**src/design/tlv_message_parser_defines.svh**
```systemverilog
// assertion macros for the tlv message parser
`ifndef TLV_MESSAGE_PARSER_DEFINES_SVH
`define TLV_MESSAGE_PARSER_DEFINES_SVH
`ifndef SYNTHESIS
`define TLVMP_ASSERT(lbl, clk, rstn, prop, msg) \
    lbl: assert property (@(posedge clk) disable iff (!rstn) prop) else $error(msg);
`define TLVMP_ASSERT_NEVER(lbl, clk, rstn, expr, msg) \
    lbl: assert property (@(posedge clk) disable iff (!rstn) !(expr)) else $error(msg);
`else
`define TLVMP_ASSERT(lbl, clk, rstn, prop, msg)
`define TLVMP_ASSERT_NEVER(lbl, clk, rstn, expr, msg)
`endif
`endif

```
**src/design/tlvmp_pkg.sv**
```systemverilog
// shared types and constants for the tlv message parser
`default_nettype none
package tlvmp_pkg;

    localparam int unsigned CFG_ADDR_W = 2;
    localparam int unsigned CFG_DATA_W = 8;

    localparam logic [CFG_ADDR_W-1:0] REG_NUMBER_CODE      = 2'd0;
    localparam logic [CFG_ADDR_W-1:0] REG_STRING_CODE      = 2'd1;
    localparam logic [CFG_ADDR_W-1:0] REG_COMMAND_END_CODE = 2'd2;
    localparam logic [CFG_ADDR_W-1:0] REG_ANSWER_END_CODE  = 2'd3;

    localparam logic [7:0] NUMBER_CODE_RST      = 8'd41;
    localparam logic [7:0] STRING_CODE_RST      = 8'd40;
    localparam logic [7:0] COMMAND_END_CODE_RST = 8'd8;
    localparam logic [7:0] ANSWER_END_CODE_RST  = 8'd27;

    localparam logic [2:0] PH_ID    = 3'd0;
    localparam logic [2:0] PH_TYPE  = 3'd1;
    localparam logic [2:0] PH_NUM   = 3'd2;
    localparam logic [2:0] PH_LEN   = 3'd3;
    localparam logic [2:0] PH_CHARS = 3'd4;

    localparam logic [2:0] KIND_ID    = 3'd0;
    localparam logic [2:0] KIND_NUM   = 3'd1;
    localparam logic [2:0] KIND_LEN   = 3'd2;
    localparam logic [2:0] KIND_CHAR  = 3'd3;
    localparam logic [2:0] KIND_OTHER = 3'd4;
    localparam logic [2:0] KIND_END   = 3'd5;

    typedef struct packed {
        logic [7:0] number_code;
        logic [7:0] string_code;
        logic [7:0] command_end_code;
        logic [7:0] answer_end_code;
    } cfg_t;

    typedef struct packed {
        logic               emit;
        logic [2:0]         kind;
        logic signed [31:0] value;
        logic               last;
    } token_t;

endpackage
`default_nettype wire

```
**src/design/tlv_message_parser.sv**
```systemverilog
// tlv message parser: one byte in per cycle, tokens out as they complete
// a token appears on the m_ side in the cycle after the byte that completes it is accepted
// input rate: one byte per cycle; s_ready drops only while a token waits unaccepted
// bytes opening a 32-bit field, and all but the last byte inside one, produce no token
// reset (aresetn, synchronous, active low): parser expects a command id,
// codes return to 41, 40, 8, 27 and the result register empties
`default_nettype none
`include "tlv_message_parser_defines.svh"
module tlv_message_parser (
    input  wire logic                             aclk,
    input  wire logic                             aresetn,
    input  wire logic                             cfg_we,
    input  wire logic [tlvmp_pkg::CFG_ADDR_W-1:0] cfg_addr,
    input  wire logic [tlvmp_pkg::CFG_DATA_W-1:0] cfg_wdata,
    input  wire logic                             s_valid,
    output logic                                  s_ready,
    input  wire logic [7:0]                       s_rx_byte,
    output logic                                  m_valid,
    input  wire logic                             m_ready,
    output logic [2:0]                            m_token_kind,
    output logic signed [31:0]                    m_token_value,
    output logic                                  m_last
);

    tlvmp_pkg::cfg_t   cfg;
    tlvmp_pkg::token_t tok;
    logic [2:0]        phase;
    logic              in_accept;

    assign in_accept = s_valid && s_ready;

    tlvmp_cfg_regs u_cfg (
        .aclk      (aclk),
        .aresetn   (aresetn),
        .cfg_we    (cfg_we),
        .cfg_addr  (cfg_addr),
        .cfg_wdata (cfg_wdata),
        .cfg       (cfg)
    );

    tlvmp_parse u_parse (
        .aclk      (aclk),
        .aresetn   (aresetn),
        .cfg       (cfg),
        .in_accept (in_accept),
        .rx_byte   (s_rx_byte),
        .tok       (tok),
        .phase     (phase)
    );

    tlvmp_out_reg u_out (
        .aclk          (aclk),
        .aresetn       (aresetn),
        .in_accept     (in_accept),
        .tok           (tok),
        .s_ready       (s_ready),
        .m_valid       (m_valid),
        .m_ready       (m_ready),
        .m_token_kind  (m_token_kind),
        .m_token_value (m_token_value),
        .m_last        (m_last)
    );

    `TLVMP_ASSERT(a_end_back_to_id, aclk, aresetn, (in_accept && tok.emit && tok.last) |=> (phase == tlvmp_pkg::PH_ID), "end token did not return parser to command id")
    `TLVMP_ASSERT(a_id_token, aclk, aresetn, (in_accept && (phase == tlvmp_pkg::PH_ID)) |-> (tok.emit && (tok.kind == tlvmp_pkg::KIND_ID)), "command id byte gave no id token")
    `TLVMP_ASSERT(a_last_is_end, aclk, aresetn, m_valid |-> (m_last == (m_token_kind == tlvmp_pkg::KIND_END)), "last flag and end kind disagree")
    `TLVMP_ASSERT_NEVER(a_char_range, aclk, aresetn, m_valid && (m_token_kind == tlvmp_pkg::KIND_CHAR) && (m_token_value[31:8] != 24'd0), "string character token out of byte range")

endmodule
`default_nettype wire

```
**src/design/tlvmp_cfg_regs.sv**
```systemverilog
// configuration registers with their reset codes
`default_nettype none
module tlvmp_cfg_regs (
    input  wire logic                                aclk,
    input  wire logic                                aresetn,
    input  wire logic                                cfg_we,
    input  wire logic [tlvmp_pkg::CFG_ADDR_W-1:0]    cfg_addr,
    input  wire logic [tlvmp_pkg::CFG_DATA_W-1:0]    cfg_wdata,
    output tlvmp_pkg::cfg_t                          cfg
);

    tlvmp_pkg::cfg_t cfg_reg;
    tlvmp_pkg::cfg_t cfg_next;

    always_comb begin
        cfg_next = cfg_reg;
        if (cfg_we) begin
            case (cfg_addr)
                tlvmp_pkg::REG_NUMBER_CODE:      cfg_next.number_code      = cfg_wdata;
                tlvmp_pkg::REG_STRING_CODE:      cfg_next.string_code      = cfg_wdata;
                tlvmp_pkg::REG_COMMAND_END_CODE: cfg_next.command_end_code = cfg_wdata;
                tlvmp_pkg::REG_ANSWER_END_CODE:  cfg_next.answer_end_code  = cfg_wdata;
                default:                         cfg_next = cfg_reg;
            endcase
        end
    end

    always_ff @(posedge aclk) begin
        if (!aresetn) begin
            cfg_reg.number_code      <= tlvmp_pkg::NUMBER_CODE_RST;
            cfg_reg.string_code      <= tlvmp_pkg::STRING_CODE_RST;
            cfg_reg.command_end_code <= tlvmp_pkg::COMMAND_END_CODE_RST;
            cfg_reg.answer_end_code  <= tlvmp_pkg::ANSWER_END_CODE_RST;
        end else begin
            cfg_reg <= cfg_next;
        end
    end

    assign cfg = cfg_reg;

endmodule
`default_nettype wire

```
**src/design/tlvmp_parse.sv**
```systemverilog
// parser state and per-byte token decode
`default_nettype none
module tlvmp_parse (
    input  wire logic       aclk,
    input  wire logic       aresetn,
    input  wire tlvmp_pkg::cfg_t cfg,
    input  wire logic       in_accept,
    input  wire logic [7:0] rx_byte,
    output tlvmp_pkg::token_t tok,
    output logic [2:0]      phase
);

    logic [2:0]  phase_reg,      phase_next;
    logic [1:0]  byte_count_reg, byte_count_next;
    logic [31:0] acc_reg,        acc_next;
    logic [30:0] chars_left_reg, chars_left_next;

    logic [31:0] acc_shift;
    logic [30:0] chars_dec;
    logic        is_end;

    assign acc_shift = {acc_reg[23:0], rx_byte};
    assign chars_dec = (chars_left_reg != '0) ? chars_left_reg - 31'd1 : chars_left_reg;
    assign is_end    = (rx_byte == 8'd0) || (rx_byte == cfg.answer_end_code)
                    || (rx_byte == cfg.command_end_code);

    always_comb begin
        phase_next      = phase_reg;
        byte_count_next = byte_count_reg;
        acc_next        = acc_reg;
        chars_left_next = chars_left_reg;
        tok             = '0;
        if (in_accept) begin
            case (phase_reg)
                tlvmp_pkg::PH_ID: begin
                    phase_next = tlvmp_pkg::PH_TYPE;
                    tok.emit   = 1'b1;
                    tok.kind   = tlvmp_pkg::KIND_ID;
                    tok.value  = {24'd0, rx_byte};
                end
                tlvmp_pkg::PH_TYPE: begin
                    if (is_end) begin
                        phase_next = tlvmp_pkg::PH_ID;
                        tok.emit   = 1'b1;
                        tok.kind   = tlvmp_pkg::KIND_END;
                        tok.value  = {24'd0, rx_byte};
                        tok.last   = 1'b1;
                    end else if (rx_byte == cfg.number_code) begin
                        phase_next      = tlvmp_pkg::PH_NUM;
                        byte_count_next = 2'd0;
                        acc_next        = '0;
                    end else if (rx_byte == cfg.string_code) begin
                        phase_next      = tlvmp_pkg::PH_LEN;
                        byte_count_next = 2'd0;
                        acc_next        = '0;
                    end else begin
                        tok.emit  = 1'b1;
                        tok.kind  = tlvmp_pkg::KIND_OTHER;
                        tok.value = {24'd0, rx_byte};
                    end
                end
                tlvmp_pkg::PH_NUM, tlvmp_pkg::PH_LEN: begin
                    acc_next = acc_shift;
                    if (byte_count_reg != 2'd3) begin
                        byte_count_next = byte_count_reg + 2'd1;
                    end else begin
                        byte_count_next = 2'd0;
                        tok.emit        = 1'b1;
                        tok.value       = acc_shift;
                        if (phase_reg == tlvmp_pkg::PH_NUM) begin
                            phase_next = tlvmp_pkg::PH_TYPE;
                            tok.kind   = tlvmp_pkg::KIND_NUM;
                        end else begin
                            tok.kind = tlvmp_pkg::KIND_LEN;
                            if ((acc_shift == '0) || acc_shift[31]) begin
                                phase_next      = tlvmp_pkg::PH_TYPE;
                                chars_left_next = '0;
                            end else begin
                                phase_next      = tlvmp_pkg::PH_CHARS;
                                chars_left_next = acc_shift[30:0];
                            end
                        end
                    end
                end
                tlvmp_pkg::PH_CHARS: begin
                    chars_left_next = chars_dec;
                    if (chars_dec == '0) begin
                        phase_next = tlvmp_pkg::PH_TYPE;
                    end
                    tok.emit  = 1'b1;
                    tok.kind  = tlvmp_pkg::KIND_CHAR;
                    tok.value = {24'd0, rx_byte};
                end
                default: begin
                    phase_next      = tlvmp_pkg::PH_ID;
                    byte_count_next = 2'd0;
                    acc_next        = '0;
                    chars_left_next = '0;
                end
            endcase
        end
    end

    always_ff @(posedge aclk) begin
        if (!aresetn) begin
            phase_reg      <= tlvmp_pkg::PH_ID;
            byte_count_reg <= 2'd0;
            acc_reg        <= '0;
            chars_left_reg <= '0;
        end else begin
            phase_reg      <= phase_next;
            byte_count_reg <= byte_count_next;
            acc_reg        <= acc_next;
            chars_left_reg <= chars_left_next;
        end
    end

    assign phase = phase_reg;

endmodule
`default_nettype wire

```
**src/design/tlvmp_out_reg.sv**
```systemverilog
// result register with valid/ready handshake
`default_nettype none
module tlvmp_out_reg (
    input  wire logic         aclk,
    input  wire logic         aresetn,
    input  wire logic         in_accept,
    input  wire tlvmp_pkg::token_t tok,
    output logic              s_ready,
    output logic              m_valid,
    input  wire logic         m_ready,
    output logic [2:0]        m_token_kind,
    output logic signed [31:0] m_token_value,
    output logic              m_last
);

    logic               valid_reg, valid_next;
    logic [2:0]         kind_reg;
    logic signed [31:0] value_reg;
    logic               last_reg;
    logic               load;

    assign load = in_accept && tok.emit;

    always_comb begin
        valid_next = valid_reg;
        if (load) begin
            valid_next = 1'b1;
        end else if (m_ready) begin
            valid_next = 1'b0;
        end
    end

    always_ff @(posedge aclk) begin
        if (!aresetn) begin
            valid_reg <= 1'b0;
        end else begin
            valid_reg <= valid_next;
        end
    end

    // payload, no reset
    always_ff @(posedge aclk) begin
        if (load) begin
            kind_reg  <= tok.kind;
            value_reg <= tok.value;
            last_reg  <= tok.last;
        end
    end

    assign s_ready       = !valid_reg || m_ready;
    assign m_valid       = valid_reg;
    assign m_token_kind  = kind_reg;
    assign m_token_value = value_reg;
    assign m_last        = last_reg;

endmodule
`default_nettype wire
```
**config.mk**
```make
export PLATFORM = sky130hd
export DESIGN_NAME = tlv_message_parser
export DESIGN_NICKNAME = d
export VERILOG_FILES = /design/src/design/tlvmp_pkg.sv /design/src/design/tlv_message_parser.sv /design/src/design/tlvmp_cfg_regs.sv /design/src/design/tlvmp_parse.sv /design/src/design/tlvmp_out_reg.sv
export VERILOG_INCLUDE_DIRS = /design/src /design/src/design
export SDC_FILE = /design/constraint.sdc
export NUM_CORES = 1
export LEC_CHECK = 0
export ABC_AREA = 1
export BUFFER_PORTS_ARGS = -buffer_cell sky130_fd_sc_hd__buf_2
export CAP_MARGIN = 20
export CORE_ASPECT_RATIO = 0.6
export CORE_UTILIZATION = 55
export DETAILED_ROUTE_END_ITERATION = 7
export PLACE_DENSITY = 0.74
export SYNTH_ARGS = -nofsm -noshare
export SYNTH_HDL_FRONTEND = slang
export SYNTH_HIERARCHICAL = 1
export SYNTH_SLANG_ARGS = --single-unit
```
**constraint.sdc**
```tcl
create_clock -name aclk -period 3.82 [get_ports aclk]
set_input_delay 0.382 -clock aclk [delete_from_list [all_inputs] [get_ports aclk]]
set_output_delay 0.382 -clock aclk [all_outputs]
set_load 0.01 [all_outputs]
```
# Yosys cells after proc, flatten, opt, wreduce, memory -nomap -nowiden
# Cells that the tools add are included.
[totals] reg_bits=129 latchBits=0 ramBits=0 romBits=0 input_bits=23 output_inout_bits=38 elab_cells=92 mem_count=0
[classes] add_sub_neg=2 n_mul=0 div_mod_pow=0 magnitude_cmp=0 n_eq_ne=18 shift=0 n_mux=33 n_bitwise=2 n_reduce_logical=25
[op_table] op="36-bit two-way mux" count=4
[op_table] op="36-bit case mux with 4 select lines" count=1
[op_table] op="31-bit two-way mux" count=4
[op_table] op="31-bit case mux with 3 select lines" count=1
[op_table] op="24-bit two-way mux" count=3
[op_table] op="24-bit case mux with 3 select lines" count=1
[op_table] op="37-bit two-way mux" count=1
[op_table] op="8-bit equality test" count=4
[op_table] op="32-bit logical NOT" count=1
[op_table] op="31-bit logical NOT" count=1
[op_table] op="31-bit nonzero test" count=1
[op_table] op="31-bit by 1-bit subtractor with 31-bit output (second input constant)" count=1
[op_table] op="3-bit two-way mux" count=7
[op_table] op="3-bit case mux with 4 select lines" count=1
[op_table] op="4-bit AND reduction" count=3
[op_table] op="2-bit two-way mux" count=5
[op_table] op="2-bit AND reduction" count=5
[op_table] op="8-bit logical NOT" count=1
[op_table] op="2-bit inequality test (second input constant)" count=4
[op_table] op="3-bit by 2-bit equality test with 1-bit output (second input constant)" count=2
[op_table] op="2-bit case mux with 3 select lines" count=1
[op_table] op="2-bit OR reduction" count=3
[op_table] op="2-bit equality test (second input constant)" count=2
[op_table] op="1-bit logical OR" count=4
[op_table] op="other kinds (14)" count=19

# Depth between registers and ports, before layout
# Gate-level depths: netlist of run 1.
[depth] word_depth=8 depth_mapped=18 ltp_nobuf=17

# Hierarchy
# The synthesis of run 1 kept the hierarchy.
[modules_own_cells] mod="tlvmp_parse" instances=1 cells_per_inst=785 area_per_inst_um2=4595.7 seq_area_each_um2=1201.2
[modules_own_cells] mod="tlvmp_cfg_regs" instances=1 cells_per_inst=189 area_per_inst_um2=1357.6 seq_area_each_um2=640.6
[modules_own_cells] mod="tlvmp_out_reg" instances=1 cells_per_inst=43 area_per_inst_um2=1131.1 seq_area_each_um2=1101.1
[modules_own_cells] mod="tlv_message_parser" instances=1 cells_per_inst=2 area_per_inst_um2=7.5 seq_area_each_um2=0.0

# Least setup slack after synthesis of run 1
# No wires, ideal clock.
[synth_timing] path_kind="input port to flip-flop" from="input s_rx_byte[7]" to="register u_out.last_reg (netlist: u_out/m_last), enable pin" setup_ns=0.391 arrival_ns=2.333 required_ns=3.429 path_slack_ns=1.097 path_stages=14 path_buffers=1 cell_sequence="clkbuf_2 -> inv_1 -> or2_2 -> nand3_1 -> nor2_1 -> nand2_1 -> o21ai_0 -> inv_1 -> o21ai_2 -> inv_1 -> o21ai_2 -> inv_1 -> nand2_1 -> inv_1"
[synth_lines] element="start, declared" line="tlv_message_parser.sv:17" rtl="input wire logic [7:0] s_rx_byte,"
[synth_lines] element="end signal, assigned" line="tlvmp_out_reg.sv:46" rtl="last_reg <= tok.last;"
[synth_lines] element="end, declared" line="tlvmp_out_reg.sv:19" rtl="logic last_reg;"

==> PnR_summary.wiki, run 1 <==
{| class="wikitable"
! Metric !! Value
|-
| Number of global-route vias before repair || 6,046
|-
| Placeable core region || 12,300 um^2
|-
| Clk sinks || 129
|-
| Maximum level of the CTS H-tree || 4
|-
| Global-route wire length before repair || 33,520 um
|-
| Net count after synthesis || 1,044
|-
| Clock network latency to the later pin of the worst-skew pair || 420 ps
|-
| Portion of netlist area occupied by mux cells || 0%
|-
| Layout overhead on the synthesized area || 13.87%
|-
| Longest Clk Path Bufs || 2
|-
| Reg area || 2943 um^2
|-
| Hold buffer count at cts || 0
|-
| PortBufs || 60
|-
| Async set or reset register ratio after synthesis || 0%
|-
| Die height || 89.96 um
|-
| Clock Skew || 12.77 ps
|-
| Detailed router's first-iteration violation count || 1,077
|-
| Fraction of synthesized cell area in xor and xnor cells || 3.705%
|-
| Cell Rows || 31
|-
| Critical setup path kind || register to register
|-
| Worst-path maximum fanout || 22
|-
| Leading cell types by total area after synthesis || sky130_fd_sc_hd__dfxtp_1 (26%), sky130_fd_sc_hd__edfxtp_1 (15%), sky130_fd_sc_hd__nand2_1 (12%)
|-
| # Post-CTS Setup Buffers || 0
|-
| Footprint of the multi-input gates || 3460 um^2
|-
| Clock buffers created by TritonCTS || 17
|-
| Antenna violation net count after detailed routing || 0
|-
| Sequential area share after synthesis || 41.50%
|-
| Antenna violations before repair || 0
|-
| Clock root buffer || sky130_fd_sc_hd__clkbuf_16
|-
| Maximum number of pins on one net before global-route repair || 49
|-
| Average wire per standard cell || 17.13 um
|-
| Area share of the largest cell type after synthesis || 26.25%
|-
| Proportion of layout cells with a drive suffix above 1 || 13.23%
|-
| Main combinational cell family by area after synthesis || simple AND/OR/NAND/NOR gates
|-
| Fin crit share || 73.67%
|-
| Simple-Gate Fraction of Synth Area || 33.40%
|-
| TritonCTS clock tree || built
|-
| Most used DFF post-synth || sky130_fd_sc_hd__dfxtp_1
|-
| Min Tclk post-route || 2814 ps
|-
| Number of distinct library cell variants in the gate-level netlist after synthesis || 40
|-
| RSZ-0062 raised after global routing || false
|-
| Antenna cell count || 0
|-
| Layout Cells excl Fill || 1,246
|-
| Highest achievable clock rate || 0.3553 GHz
|-
| CP Data Arrival Time || 2960 ps
|-
| Normalized max-slew margin || 55.28%
|-
| Clock slew seen by the registers of the worst setup and hold paths || 70 ps
|-
| Placed Instances || 1,214
|-
| Kind of path behind the tightest hold check || input port to register
|-
| Cells after synthesis || 1,019
|-
| DRC || 0
|-
| Final setup fails || 0
|-
| Run status || finished, final reports clean
|-
| Via Count || 7,041
|-
| Crit start category || register
|-
| Total grt overflow || 0
|-
| Cts repair resizes || 0
|-
| Cell Pwr Density || 610.2 nW/um^2
|-
| Detailed-router iteration count before antenna repair || 5
|-
| Fraction of the mapped netlist area in compound gates || 11.27%
|-
| Number of nets in the finished design || 1,093
|-
| Adder-cell area share of the yosys netlist || 0.3529%
|-
| Most area-hungry cell type in the Yosys netlist || sky130_fd_sc_hd__dfxtp_1
|-
| Capturing element type of the critical path || register
|-
| Max-slew violation count || 0
|-
| Number of enable-type register cells in the synthesized netlist || 36
|-
| Tightest Pin Transition || 670.1 ps
|-
| Crit path required time || 3970 ps
|-
| Die Footprint || 13,370 um^2
|-
| Final weighted congestion of routability-driven global placement || 0.9606
|-
| Top cells by count, synth || sky130_fd_sc_hd__nand2_1 (232), sky130_fd_sc_hd__nor2_1 (165), sky130_fd_sc_hd__inv_1 (118)
|-
| Most common cell in the synthesized netlist || sky130_fd_sc_hd__nand2_1
|-
| Synthesized area per cell || 6.960 um^2
|-
| Yosys warnings || 6
|-
| Vias/cell || 5.651
|-
| Detailed-placement wirelength estimate || 15,270 um
|-
| I/O pin count || 61
|-
| Layout filler cell count || 1,098
|-
| Starting density of the core || 57.68%
|-
| Summed negative setup slack over all endpoints || 0 ps
|-
| Die width || 148.6 um
|-
| Routed WL || 21,350 um
|-
| Max-cap check violation count || 0
|-
| Peak VDD IR || 358.2 uV
|-
| Leak Pwr || 3.581 nW
|-
| Hold Violations, Final || 0
|-
| Number of synthesized register bits || 129
|-
| Post-synthesis cell area || 7092 um^2
|-
| Global-route total usage across every layer || 33.38%
|}
## cells in the final DEF (no fill, tap or decap), types with 10 or more instances in the layout
master	netlist	final
sky130_fd_sc_hd__edfxtp_1	36	36
sky130_fd_sc_hd__clkbuf_16	0	17
sky130_fd_sc_hd__buf_4	3	10
sky130_fd_sc_hd__a21oi_1	64	63
sky130_fd_sc_hd__buf_2	7	60
sky130_fd_sc_hd__o21ai_0	65	65
sky130_fd_sc_hd__nand4_1	21	21
sky130_fd_sc_hd__nand2_1	232	232
sky130_fd_sc_hd__inv_1	118	118
sky130_fd_sc_hd__xnor2_1	24	24
sky130_fd_sc_hd__nor2_1	165	165
sky130_fd_sc_hd__nand3_1	61	61
sky130_fd_sc_hd__dfxtp_1	93	93
sky130_fd_sc_hd__nor3_1	21	21
## report_power, final
group	switching, mW	leakage [nW]	internal, mW
sequential	0.0927	1.10	1.55
clock	0.654	0.290	1.04
combinational	1.12	2.19	0.471
total	1.87	3.58	3.06
## per-layer routing
layer / share of wire, % / GRT usage [%] / routed length [um] / vias to the layer above
li1: - / - / - / 3376
met4: 1.3 / 6.959 / 280 / 0
met2: 35 / 39.64 / 7523 / 444
met1: 49 / 55.52 / 10380 / 3192
met3: 15 / 10.05 / 3166 / 29
met5: 0 / 3.462 / 0 / -
## path summary, 6_finish.rpt
path	start	end	slack [ps]	depth (start not counted)
worst max-delay path	u_cfg/cfg[16]	u_out/m_token_value[13]	1010	11
worst min-delay path	cfg_wdata[4]	u_cfg/cfg[4]	230	3
worst max register to register	u_cfg/cfg[16]	u_out/m_token_value[13]	1010	11
worst min register to register	u_parse/chars_left_reg[1]	u_parse/chars_left_reg[1]	470	2
## cell families (layout without fill, tap and decap cells)
kind of cell	count (synthesis)	in the layout
AND/OR/NAND/NOR	539	539
flip-flops	129	129
adder cells (fa/ha/maj)	2	2
XOR/XNOR	30	30
AO/OA/AOI/OAI	151	151
buffers and inverters	168	230
## stage by stage
| step | cell area [um^2] | power [mW] | util, % | setup WS, ps | hold WS [ps] |
|---|---|---|---|---|---|
| floorplan | 7092 | 2.811 | - | 1097 | 443.5 |
| detailed placement | 7467 | 3.188 | 60.73 | 753.2 | 462.3 |
| global route | 8075 | 5.193 | 65.68 | 760.6 | 246.1 |
| global placement | 7467 | 3.178 | 60.73 | 854.0 | 459.7 |
| finish | 8075 | 4.927 | 65.68 | 1006 | 226.9 |
| CTS | 8075 | 4.885 | 65.68 | 1060 | 214.5 |
## layout make-up
class / count / area share [%]
sequential: 129 / 36.44
clock inverter: 14 / 2.216
clock buffer: 18 / 5.315
inverter: 128 / 5.981
multi-input combinational: 722 / 42.84
timing repair buffer: 70 / 4.648
tap: 165 / 2.557
## critical path, cell delays in order (launching register included)
cell and delay (ps):
sky130_fd_sc_hd__dfxtp_1 430, sky130_fd_sc_hd__xnor2_1 150, sky130_fd_sc_hd__nand4_1 130, sky130_fd_sc_hd__o21ai_0 290, sky130_fd_sc_hd__inv_1 90, sky130_fd_sc_hd__o21ai_2 210
sky130_fd_sc_hd__inv_1 70, sky130_fd_sc_hd__o21ai_2 340, sky130_fd_sc_hd__inv_1 80, sky130_fd_sc_hd__nand2_1 100, sky130_fd_sc_hd__inv_1 290, sky130_fd_sc_hd__buf_4 350
Note: power is estimated with default switching activity, not from simulation.
==> run 2: changes to the inputs <==
--- a/config.mk
+++ b/config.mk
@@ -10,9 +10,9 @@
 export BUFFER_PORTS_ARGS = -buffer_cell sky130_fd_sc_hd__buf_2
 export CAP_MARGIN = 20
 export CORE_ASPECT_RATIO = 0.6
-export CORE_UTILIZATION = 55
+export CORE_UTILIZATION = 54
 export DETAILED_ROUTE_END_ITERATION = 7
-export PLACE_DENSITY = 0.74
+export PLACE_DENSITY = 0.76
 export SYNTH_ARGS = -nofsm -noshare
 export SYNTH_HDL_FRONTEND = slang
 export SYNTH_HIERARCHICAL = 1
==> constraint.sdc (replaced) <==
create_clock -name aclk -period 2.4 [get_ports aclk]
set_input_delay 0.24 -clock aclk [delete_from_list [all_inputs] [get_ports aclk]]
set_output_delay 0.24 -clock aclk [all_outputs]
set_load 0.01 [all_outputs]
==> run 2 against run 1 <==
Compared with the run above: final area grew 4.4%; first-iteration DRC count decreased by 18%; final cell count up 2.8%; critical path depth rose by 6; routed wire length up 0.82%; register-to-register slack worse by 880 ps; core utilization is 0.10 points higher; worst hold slack got worse by 150 ps; die area increased by 1.8%; flip-flop and latch count did not move; critical endpoint is now u_parse/phase[0]; global-route usage decreased by 0.63 points.
==> PnR_summary.wiki, run 2 (synthesis results as in run 1) <==
{| class="wikitable"
! Metric !! Value
|-
| Run status || finished, final reports clean
|-
| Capturing element type of the critical path || register
|-
| Proportion of layout cells with a drive suffix above 1 || 18.00% (+4.8 points)
|-
| Critical path launch point || u_parse/chars_left_reg[0]
|-
| Clk sinks || 129 (unchanged)
|-
| Worst reg-to-reg setup slack || 120 ps (-880 ps)
|-
| Total cell area at the placement stage || 7775 um^2 (+4.1%)
|-
| Layout filler cell count || 1,132 (+3.1%)
|-
| Number of nets in the finished design || 1,123 (+2.7%)
|-
| TritonCTS clock tree || built
|-
| Highest achievable clock rate || 0.4388 GHz (+23%)
|-
| Reg2Reg Launch Point || u_parse/chars_left_reg[0]
|-
| Routed WL || 21,520 um (+0.82%)
|-
| Clock slew seen by the registers of the worst setup and hold paths || 60 ps (about the same)
|-
| Kind of path behind the tightest hold check || input port to register
|-
| Maximum level of the CTS H-tree || 4 (unchanged)
|-
| Endpoint of the worst setup timing path || u_parse/phase[0]
|-
| Final weighted congestion of routability-driven global placement || 1.054 (+9.7%)
|-
| Global-route wire length before repair || 33,720 um (+0.60%)
|-
| PortBufs || 60 (unchanged)
|-
| Max-slew violation count || 0 (unchanged)
|-
| Hold Violations, Final || 0 (unchanged)
|-
| Via Count || 7,183 (+2.0%)
|-
| Final setup fails || 0 (unchanged)
|-
| Critical setup path kind || register to register
|-
| Tightest Pin Transition || 633.3 ps (-36.83 ps)
|-
| CP Data Arrival Time || 2590 ps (-370 ps)
|-
| Detailed-router iteration count before antenna repair || 6 (+1)
|-
| Max-cap check violation count || 0 (unchanged)
|-
| Average wire per standard cell || 16.80 um (-1.9%)
|-
| Final Cell Area || 8428 um^2 (+4.4%)
|-
| Fin crit share || 94.96% (+21 points)
|-
| Crit path required time || 2710 ps (-1260 ps)
|-
| Global-route total usage across every layer || 32.75% (-0.63 points)
|-
| RSZ-0062 raised after global routing || true
|-
| Commonest cells after routing, fill and taps aside || sky130_fd_sc_hd__nand2_1 (229), sky130_fd_sc_hd__nor2_1 (151), sky130_fd_sc_hd__inv_1 (111), sky130_fd_sc_hd__dfxtp_1 (93), sky130_fd_sc_hd__o21ai_0 (64)
|-
| Die width || 149.9 um (+0.91%)
|-
| Placeable core region || 12,810 um^2 (+4.2%)
|-
| Longest Clk Path Bufs || 2 (unchanged)
|-
| Normalized max-slew margin || 57.72% (+2.4 points)
|-
| Clock Skew || 9.454 ps (-3.314 ps)
|-
| Clock root buffer || sky130_fd_sc_hd__clkbuf_16
|-
| Vias/cell || 5.607 (-0.77%)
|-
| DRC || 0 (unchanged)
|-
| Worst-path maximum fanout || 11 (-50%)
|-
| # Post-CTS Setup Buffers || 0 (unchanged)
|-
| Die height || 90.77 um (+0.91%)
|-
| R2R Path End || u_parse/phase[0]
|-
| Antenna cell count || 0 (unchanged)
|-
| Peak VDD IR || 667.7 uV (+86%)
|-
| Starting density of the core || 55.35% (-2.3 points)
|-
| Cell Rows || 32 (+3.2%)
|-
| Die Footprint || 13,610 um^2 (+1.8%)
|-
| Crit start category || register
|-
| Layout overhead on the synthesized area || 18.84%
|-
| Number of global-route vias before repair || 6,178 (+2.2%)
|-
| Commonest non-fill, non-tap cell in the layout || sky130_fd_sc_hd__nand2_1
|-
| Min Tclk post-route || 2279 ps (-535.2 ps)
|-
| Antenna violations before repair || 0 (unchanged)
|-
| Detailed-placement wirelength estimate || 15,340 um (+0.42%)
|-
| Clock buffers created by TritonCTS || 17 (unchanged)
|-
| Clock network latency to the later pin of the worst-skew pair || 420 ps (about the same)
|-
| I/O pin count || 61 (unchanged)
|-
| Placed Instances || 1,249 (+2.9%)
|-
| Leak Pwr || 3.761 nW (+5.0%)
|-
| Antenna violation net count after detailed routing || 0 (unchanged)
|-
| Total grt overflow || 0 (unchanged)
|-
| Detailed router's first-iteration violation count || 884 (-18%)
|-
| Maximum number of pins on one net before global-route repair || 46 (-6.1%)
|-
| Layout Cells excl Fill || 1,281 (+2.8%)
|-
| Cell Pwr Density || 946.8 nW/um^2 (+55%)
|-
| Register-to-Register Path Depth || 17 (+6)
|}
==> run 2: power breakdown <==
group	switching, mW	leakage, nW	internal, mW
registers	0.126	1.10	2.47
clock network	1.02	0.293	1.55
logic	1.89	2.37	0.921
total	3.03	3.76	4.95
==> run 2: worst min path at each step <==
stage                              startpoint                         to  slack [ps]  cells after the start
floorplan                        cfg_wdata[0]               u_cfg/cfg[0]         350                      2
global placement    u_parse/chars_left_reg[1]  u_parse/chars_left_reg[1]         450                      2
detailed placement         u_parse/acc_reg[0]         u_parse/acc_reg[0]         460                      2
CTS                              cfg_wdata[4]               u_cfg/cfg[4]          70                      3
global route                     cfg_wdata[4]               u_cfg/cfg[4]          90                      3
finish                           cfg_wdata[4]               u_cfg/cfg[4]          80                      3
==> run 2: layout make-up <==
| cell class | instances | area [um^2] | area share (%) |
|---|---|---|---|
| clock buffers | 21 | 483.0 | 5.730 |
| clock inverters | 11 | 102.6 | 1.217 |
| inverters | 128 | 491.7 | 5.834 |
| multi-input cells | 722 | 3545 | 42.06 |
| flip-flops and latches | 129 | 2943 | 34.92 |
| well taps | 170 | 212.7 | 2.524 |
| repair buffers | 100 | 650.6 | 7.720 |
==> run 2: worst max-delay path, stage by stage, from the launching register on <==
cell                      delay [ps]
sky130_fd_sc_hd__dfxtp_1         330
sky130_fd_sc_hd__inv_2           110
sky130_fd_sc_hd__ha_4            170
sky130_fd_sc_hd__nand2_4          90
sky130_fd_sc_hd__nor2_8          180
sky130_fd_sc_hd__nand2_4          80
sky130_fd_sc_hd__nor2_8          130
sky130_fd_sc_hd__inv_4            80
sky130_fd_sc_hd__nand2_1          90
sky130_fd_sc_hd__nand2_1          60
sky130_fd_sc_hd__nor2_1          190
sky130_fd_sc_hd__nand2_1         100
sky130_fd_sc_hd__nor2_2          130
sky130_fd_sc_hd__nand3_1         120
sky130_fd_sc_hd__nand2_2         120
sky130_fd_sc_hd__nand3_1          70
sky130_fd_sc_hd__nand2_1          70
sky130_fd_sc_hd__nor2_1           40
==> run 2: per-layer routing <==
metal / wire [um] / up-vias / GRT usage [%]
met3: 2883 / 22 / 9.242
met5: 0 / - / 0
met2: 7976 / 447 / 39.70
li1: - / 3428 / -
met1: 10460 / 3286 / 53.87
met4: 202 / 0 / 8.081
==> run 2: repair_timing <==
action / CTS / global route
resized for setup: 0 / 23
endpoints found under the setup margin: 0 / 8
hold buffers: 0 / 0
==> run 2: through the flow <==
step                worst slack [ps]  utilization, %  TNS (ps)  hold WS, ps  power (mW)
detailed placement             86.88           60.68         0        460.6       5.276
global route                  -49.53           65.78    -121.3        85.81       8.400
finish                         120.9           65.78         0        81.62       7.980
global placement               104.3           60.68         0        454.4       5.266
CTS                            70.98           65.25         0        65.85       7.858
floorplan                     0.2238               -         0        353.2       4.491
